[config.mk]
export PLATFORM = sky130hd
export DESIGN_NAME = gst_cmd_queue
export DESIGN_NICKNAME = d
export VERILOG_FILES = /design/src/rtl/core/gst_pkg.sv /design/src/rtl/core/gst_cmd_queue.sv
export SDC_FILE = /design/constraint.sdc
export NUM_CORES = 1
export LEC_CHECK = 0
export BUFFER_PORTS_ARGS = -buffer_cell sky130_fd_sc_hd__buf_2
export CORE_ASPECT_RATIO = 1.1
export CORE_MARGIN = 5
export CORE_UTILIZATION = 52
export CTS_CLUSTER_SIZE = 30
export DETAILED_ROUTE_END_ITERATION = 12
export PLACE_DENSITY = 0.79
export SYNTH_ARGS = -nofsm -noshare
export SYNTH_HDL_FRONTEND = slang
export SYNTH_SLANG_ARGS = --single-unit
[constraint.sdc]
create_clock -name clk -period 5.55 [get_ports clk]
set_clock_uncertainty 0.2 [all_clocks]
set_input_delay 0.8325 -clock clk [delete_from_list [all_inputs] [get_ports clk]]
set_output_delay 0.8325 -clock clk [all_outputs]
set_load 0.01 [all_outputs]
[src/rtl/core/gst_pkg.sv]
package gst_pkg;

	// Table geometry
	localparam int SLOTS      = 256;
	localparam int SLOT_AW    = $clog2(SLOTS);
	localparam int SIZE_W     = SLOT_AW + 1;
	localparam int VALUE_W    = 64;
	localparam int OP_W       = 3;
	localparam int STATUS_W   = 2;

	// Occupancy scan: lanes checked per cycle (power of two)
	localparam int SCAN_LANES = 8;
	localparam int SCAN_SH    = $clog2(SCAN_LANES);

	// Command queue between front and back (power of two)
	localparam int QUEUE_DEPTH = 2;
	localparam int Q_PTR_W     = $clog2(QUEUE_DEPTH);

	// Configuration port
	localparam int CFG_IDX_W  = 2;
	localparam int CFG_DATA_W = 9;

	typedef enum logic [OP_W-1:0] {
		OPC_INSERT_AT   = 3'd0,
		OPC_INSERT_LAST = 3'd1,
		OPC_REMOVE_AT   = 3'd2,
		OPC_REMOVE_LAST = 3'd3,
		OPC_READ_AT     = 3'd4,
		OPC_READ_LAST   = 3'd5,
		OPC_NEXT_OCC    = 3'd6,
		OPC_RESIZE      = 3'd7
	} opcode_t;

	typedef enum logic [2:0] {
		CL_INSERT,
		CL_REMOVE,
		CL_READ,
		CL_NEXT,
		CL_RESIZE,
		CL_CLEAR
	} op_class_t;

	typedef enum logic [STATUS_W-1:0] {
		STS_OK        = 2'd0,
		STS_INVALID   = 2'd1,
		STS_CANCELLED = 2'd2
	} status_t;

	typedef enum logic [CFG_IDX_W-1:0] {
		CFG_GROWTH_MODE  = 2'd0,
		CFG_GROWTH_STEP  = 2'd1,
		CFG_MAX_SIZE     = 2'd2,
		CFG_INITIAL_SIZE = 2'd3
	} cfg_reg_t;

	typedef enum logic [2:0] {
		BK_IDLE,
		BK_EVAL,
		BK_GROW,
		BK_WRITE,
		BK_SCAN,
		BK_READ
	} back_state_t;

	// Input transaction
	typedef struct packed {
		logic [OP_W-1:0]    operation;
		logic [SLOT_AW-1:0] slot_index;
		logic [VALUE_W-1:0] entry_value;
		logic [SIZE_W-1:0]  size_request;
		logic               clear_flag;
	} gst_cmd_t;

	// Result transaction
	typedef struct packed {
		status_t            status;
		logic [VALUE_W-1:0] entry_out;
		logic [SIZE_W-1:0]  next_cursor;
		logic [SIZE_W-1:0]  size_out;
	} gst_result_t;

	// Classified command held in the queue
	typedef struct packed {
		op_class_t          op_class;
		logic               use_last;
		logic [SLOT_AW-1:0] slot_index;
		logic [VALUE_W-1:0] entry_value;
		logic [SIZE_W-1:0]  size_request;
	} gst_work_t;

	typedef struct packed {
		logic              growth_mode;
		logic [SIZE_W-1:0] growth_step;
		logic [SIZE_W-1:0] max_size;
		logic [SIZE_W-1:0] initial_size;
	} gst_cfg_t;

	typedef struct packed {
		logic full;
		logic empty;
	} gst_q_status_t;

endpackage

[src/rtl/core/gst_cmd_queue.sv]
module gst_cmd_queue
	import gst_pkg::*;
(
	input  logic          clk,
	input  logic          arst_n,
	input  logic          push,
	input  gst_work_t     push_data,
	input  logic          pop,
	output gst_work_t     pop_data,
	output gst_q_status_t q_status
);

	gst_work_t           entries [QUEUE_DEPTH];
	logic [Q_PTR_W-1:0]  wr_ptr_q;
	logic [Q_PTR_W-1:0]  rd_ptr_q;
	logic [Q_PTR_W:0]    count_q;

	// Pointers and fill count
	always_ff @(posedge clk or negedge arst_n) begin
		if (!arst_n) begin
			wr_ptr_q <= '0;
			rd_ptr_q <= '0;
			count_q  <= '0;
		end else begin
			if (push) begin
				wr_ptr_q <= wr_ptr_q + Q_PTR_W'(1);
			end
			if (pop) begin
				rd_ptr_q <= rd_ptr_q + Q_PTR_W'(1);
			end
			unique case ({push, pop})
				2'b10:   count_q <= count_q + (Q_PTR_W+1)'(1);
				2'b01:   count_q <= count_q - (Q_PTR_W+1)'(1);
				default: count_q <= count_q;
			endcase
		end
	end

	// Entry storage
	always_ff @(posedge clk) begin
		if (push) begin
			entries[wr_ptr_q] <= push_data;
		end
	end

	assign pop_data       = entries[rd_ptr_q];
	assign q_status.full  = (count_q == (Q_PTR_W+1)'(QUEUE_DEPTH));
	assign q_status.empty = (count_q == '0);

endmodule

* Word level (Yosys, flattened, before mapping) *
Memories as Yosys holds them, arrays and structs flattened.
Index checks and enable logic that the tools add are counted.

word-level totals
  bits in registers = 4
  RAM bits = 170
  memories = 1
  word-level logic and storage cells = 16
  bits of input ports = 89
  output and inout bits = 87

cells by class
  $add $sub $neg = 4
  reductions and logical operators = 2
  equality and inequality tests = 3
  muxes and demuxes = 3

memory list
  memory   words  bits a word  read ports  clocked after memory_dff  write ports  line                 text
  entries  2      85           1           0                         1            gst_cmd_queue.sv:13  gst_work_t entries [QUEUE_DEPTH];

operator list
  operator             number
  $eq 2x2->1 const B   2
  $pmux 2 s2           1
  $add 1x1->1 const B  2
  $add 2x1->2 const B  1
  $eq 2x1->1 const B   1
  $logic_not 2->1      1
  $mux 1               2
  $reduce_bool 2->1    1
  $sub 2x1->2 const B  1

* Longest topological paths before layout *
  depth after elaboration = 2
  gate-level depth with buffers = 5
  gate-level depth less buffers = 5

* Worst setup path before layout *
Ideal clock, no wire load.

  path kind = input to register
  from = in push
  to = mem entries[0][0] (netlist name) (enable)
  slack = 0.365 ns
  stages on the path = 2
  arrival = 4.454 ns
  library setup time = 0.531 ns
  data required time = 4.819 ns
  path buffers = 0
  cells stage by stage = inv_1 nor2_1

on the way
  longest elaborated chain between the ends = 2

RTL lines
  what                          line                 text
  start, declared               gst_cmd_queue.sv:6   input logic push,
  $mux 1                        gst_cmd_queue.sv:41  if (push) begin
  $mux 1 (not written as such)  gst_cmd_queue.sv:42  entries[wr_ptr_q] <= push_data;
  end, declared                 gst_cmd_queue.sv:13

No other way between the ends.

==> flow_summary.toml <==
[min_path]
hold_depth = 1
min_to = "count_q[1]$_DFFE_PN0P_"
hp-class = "reg -> reg"
worstHoldStart = "count_q[1]$_DFFE_PN0P_"

[setup_path]
arrival_ns = 2.56
end_kind = "output pin"
rrSetupSlack_ns = 3.49
r2r-end = "rd_ptr_q$_DFFE_PN0P_"
worstReg2RegStart = "rd_ptr_q$_DFFE_PN0P_"
worst-setup-path-type = "reg -> out"
worstPathRequired_ns = 4.52
critPathMaxFanout = 55
worst_setup_path_start_kind = "register"
ff2ff_path_depth = 2

[finish]
regArea_um2 = 5210
final_common_cell = "buf_2"
nets = 559
utilization = 0.651
final_area_um2 = 8130
multi_input_area_um2 = 1200
fin_cells = 639
fillers = 867
drive_above_1_share = 0.618
area_growth_pct = 24.6
layout_common_cells = "buf_2 (175), edfxtp_1 (170), mux2_2 (45)"
n_antenna_cell = 0

[clocking]
h-tree-depth = 4
cts.sinks = 174
cts_tree = "done"
insertion_delay_ns = 0.41
postCtsSetupRepairBufs = 0
cts.clk_slew.worst_paths_ns = 0.07
clock_tree.root_cell = "clkbuf_16"
cts_buffer_depth = 2
cts_made_buffers = 17
cts.repair.resized = 0

[placement]
post-place-ws_ns = 2.36
postPlaceCellArea_um2 = 7500
port_buffers = 175
dp_cells = 606
gp_congestion = 0.772
dp.final_hpwl_um = 7400

[die]
fp.coreArea_um2 = 12500
fp-row-count = 43
chipHeight_um = 127
initial_core_util = 0.523
die_width_um = 117
io-pin-count = 176
die_area_um2 = 14900

[routing]
wl_met2_um = 5500
first_pass_iters = 4
drt_iter0_markers = 106
ant_nets = 0
top_layer_used = "met5"
num_vias = 3172
wl_per_cell_um = 17.5
drcViolationCount = 0
wl_met1_um = 4400
met3WireLength_um = 1150
drt-vias-per-instance = 4.96
drt_wl_total_um = 11200

[global_route]
grt_overflow = 0
grt_pass1_vias = 3440
grt_start_max_net_pins = 86
antenna_found_initial = 1
grt_util_all_layers = 0.156
grt_pass1_wl_um = 17300

[power]
finalPower_mw = 4.22
power.share.combinational = 0.263
p_clk_frac = 0.286
power_leakage_nw = 3.20
pwr-share-seq = 0.451
p_switching_mw = 1.20
ir_drop_mv = 0.591
intPower_mw = 3.02
power_density_nw_per_um2 = 519
netSwitchingFraction = 0.284

[sta]
slew_viol_final = 0
hold_ws_ns = 0.315
rsz0062_at_grt = "false"
hold_viol = 0
slew-limit-headroom = 0.225
setup_viol = 0
finalCritPeriodShare = 0.647
tightestPinTransition_ns = 1.16
layout_setup_ws_ns = 1.96
max_freq_mhz = 278
setup-tns-final_ns = 0
period_minus_slack_ns = 3.59

[run_status]
status = "complete, no violations"

[synthesis]
synth_area_um2 = 6520
synth.area.top_cells = "edfxtp_1 (78%), mux2_4 (9.2%), mux2_2 (7.8%)"
syn-num-nets = 371
synth_warnings = 0
yosys-mux-area-fraction = 0.170
syn_avg_cell_area_um2 = 23.2
synth_area_leader_cell = "edfxtp_1"
synthCells = 281
ys_types = 15
ys_ff_latch = 174
ys_seq_area_frac = 0.798
yosys.area.top_type_share = 0.783
synth-xor-area-share = 0.00671
synthSimpleGateAreaFrac = 0.00364
synth_top_family_by_area = "multiplexers"
synth_fa_ha_area_frac = 0.00192
synth-compound-area-share = 0

[flow_run]
maxCapViolations = 0
[registers in the layout, summed over array words and instances, names as in the netlist]
register,flops
count_q,2
wr_ptr_q,1
entries,170
rd_ptr_q,1
[final cells by class]
cell class,instances,area share
clock buffer,17,0.0523
clock inverter,15,0.0231
inverter,1,0.000462
multi-input combinational,96,0.147
timing repair buffer,179,0.112
tap,157,0.0242
sequential,174,0.641
[critical path, stage by stage, from the launching register on]
cell,delay (ns)
dfrtp_4,0.99
buf_4,0.57
mux2_2,0.41
buf_2,0.14
[power groups by stage]
stage	clock, mW	sequential, mW	combinational [mW]
floorplan	0	1.84	0.886
global placement	0	1.92	1.11
detailed placement	0	1.94	1.13
CTS	1.23	1.91	1.14
global route	1.30	1.93	1.20
finish	1.21	1.90	1.11
[logic make-up after synthesis]
kind of cell	count (synthesis)
buf+inv	11
flops	174
mux	85
xor+xnor	5
fa+ha+maj	1
simple gates	5
[worst max-delay path by stage]
stage                         start                       to  slack (ns)
4_1_cts        rd_ptr_q$_DFFE_PN0P_             pop_data[70]        1.88
5_1_grt        rd_ptr_q$_DFFE_PN0P_             pop_data[70]        1.81
3_5_place_dp   rd_ptr_q$_DFFE_PN0P_             pop_data[64]        2.36
2_1_floorplan                  push  entries[0][0]$_DFFE_PP_        0.36
3_3_place_gp   rd_ptr_q$_DFFE_PN0P_             pop_data[82]        2.40
6_report       rd_ptr_q$_DFFE_PN0P_             pop_data[70]        1.96
[cells in the mapped netlist]
| cell | instances |
|---|---|
| edfxtp_1 | 170 |
| mux2_2 | 45 |
| mux2_4 | 40 |
| buf_12 | 4 |
| buf_2 | 4 |
| dfrtp_1 | 4 |
| nor2_1 | 3 |
| xor2_1 | 3 |
| xnor2_1 | 2 |
| and2_1 | 1 |
| buf_6 | 1 |
| buf_8 | 1 |
| ha_1 | 1 |
| inv_1 | 1 |
| nor2b_1 | 1 |
[repair_timing]
item | 4_1_cts | 5_1_grt
endpoints found under the hold margin | 3 | 0
hold buffers | 1 | 0
endpoints found under the setup margin | 0 | 0
[layer usage]
layer / up-vias / GRT usage
li1: 1494 / -
met1: 1530 / 0.190
met2: 131 / 0.245
met3: 15 / 0.0748
met4: 2 / 0.0499
met5: - / 0
Power figures use the tool's default switching activity.
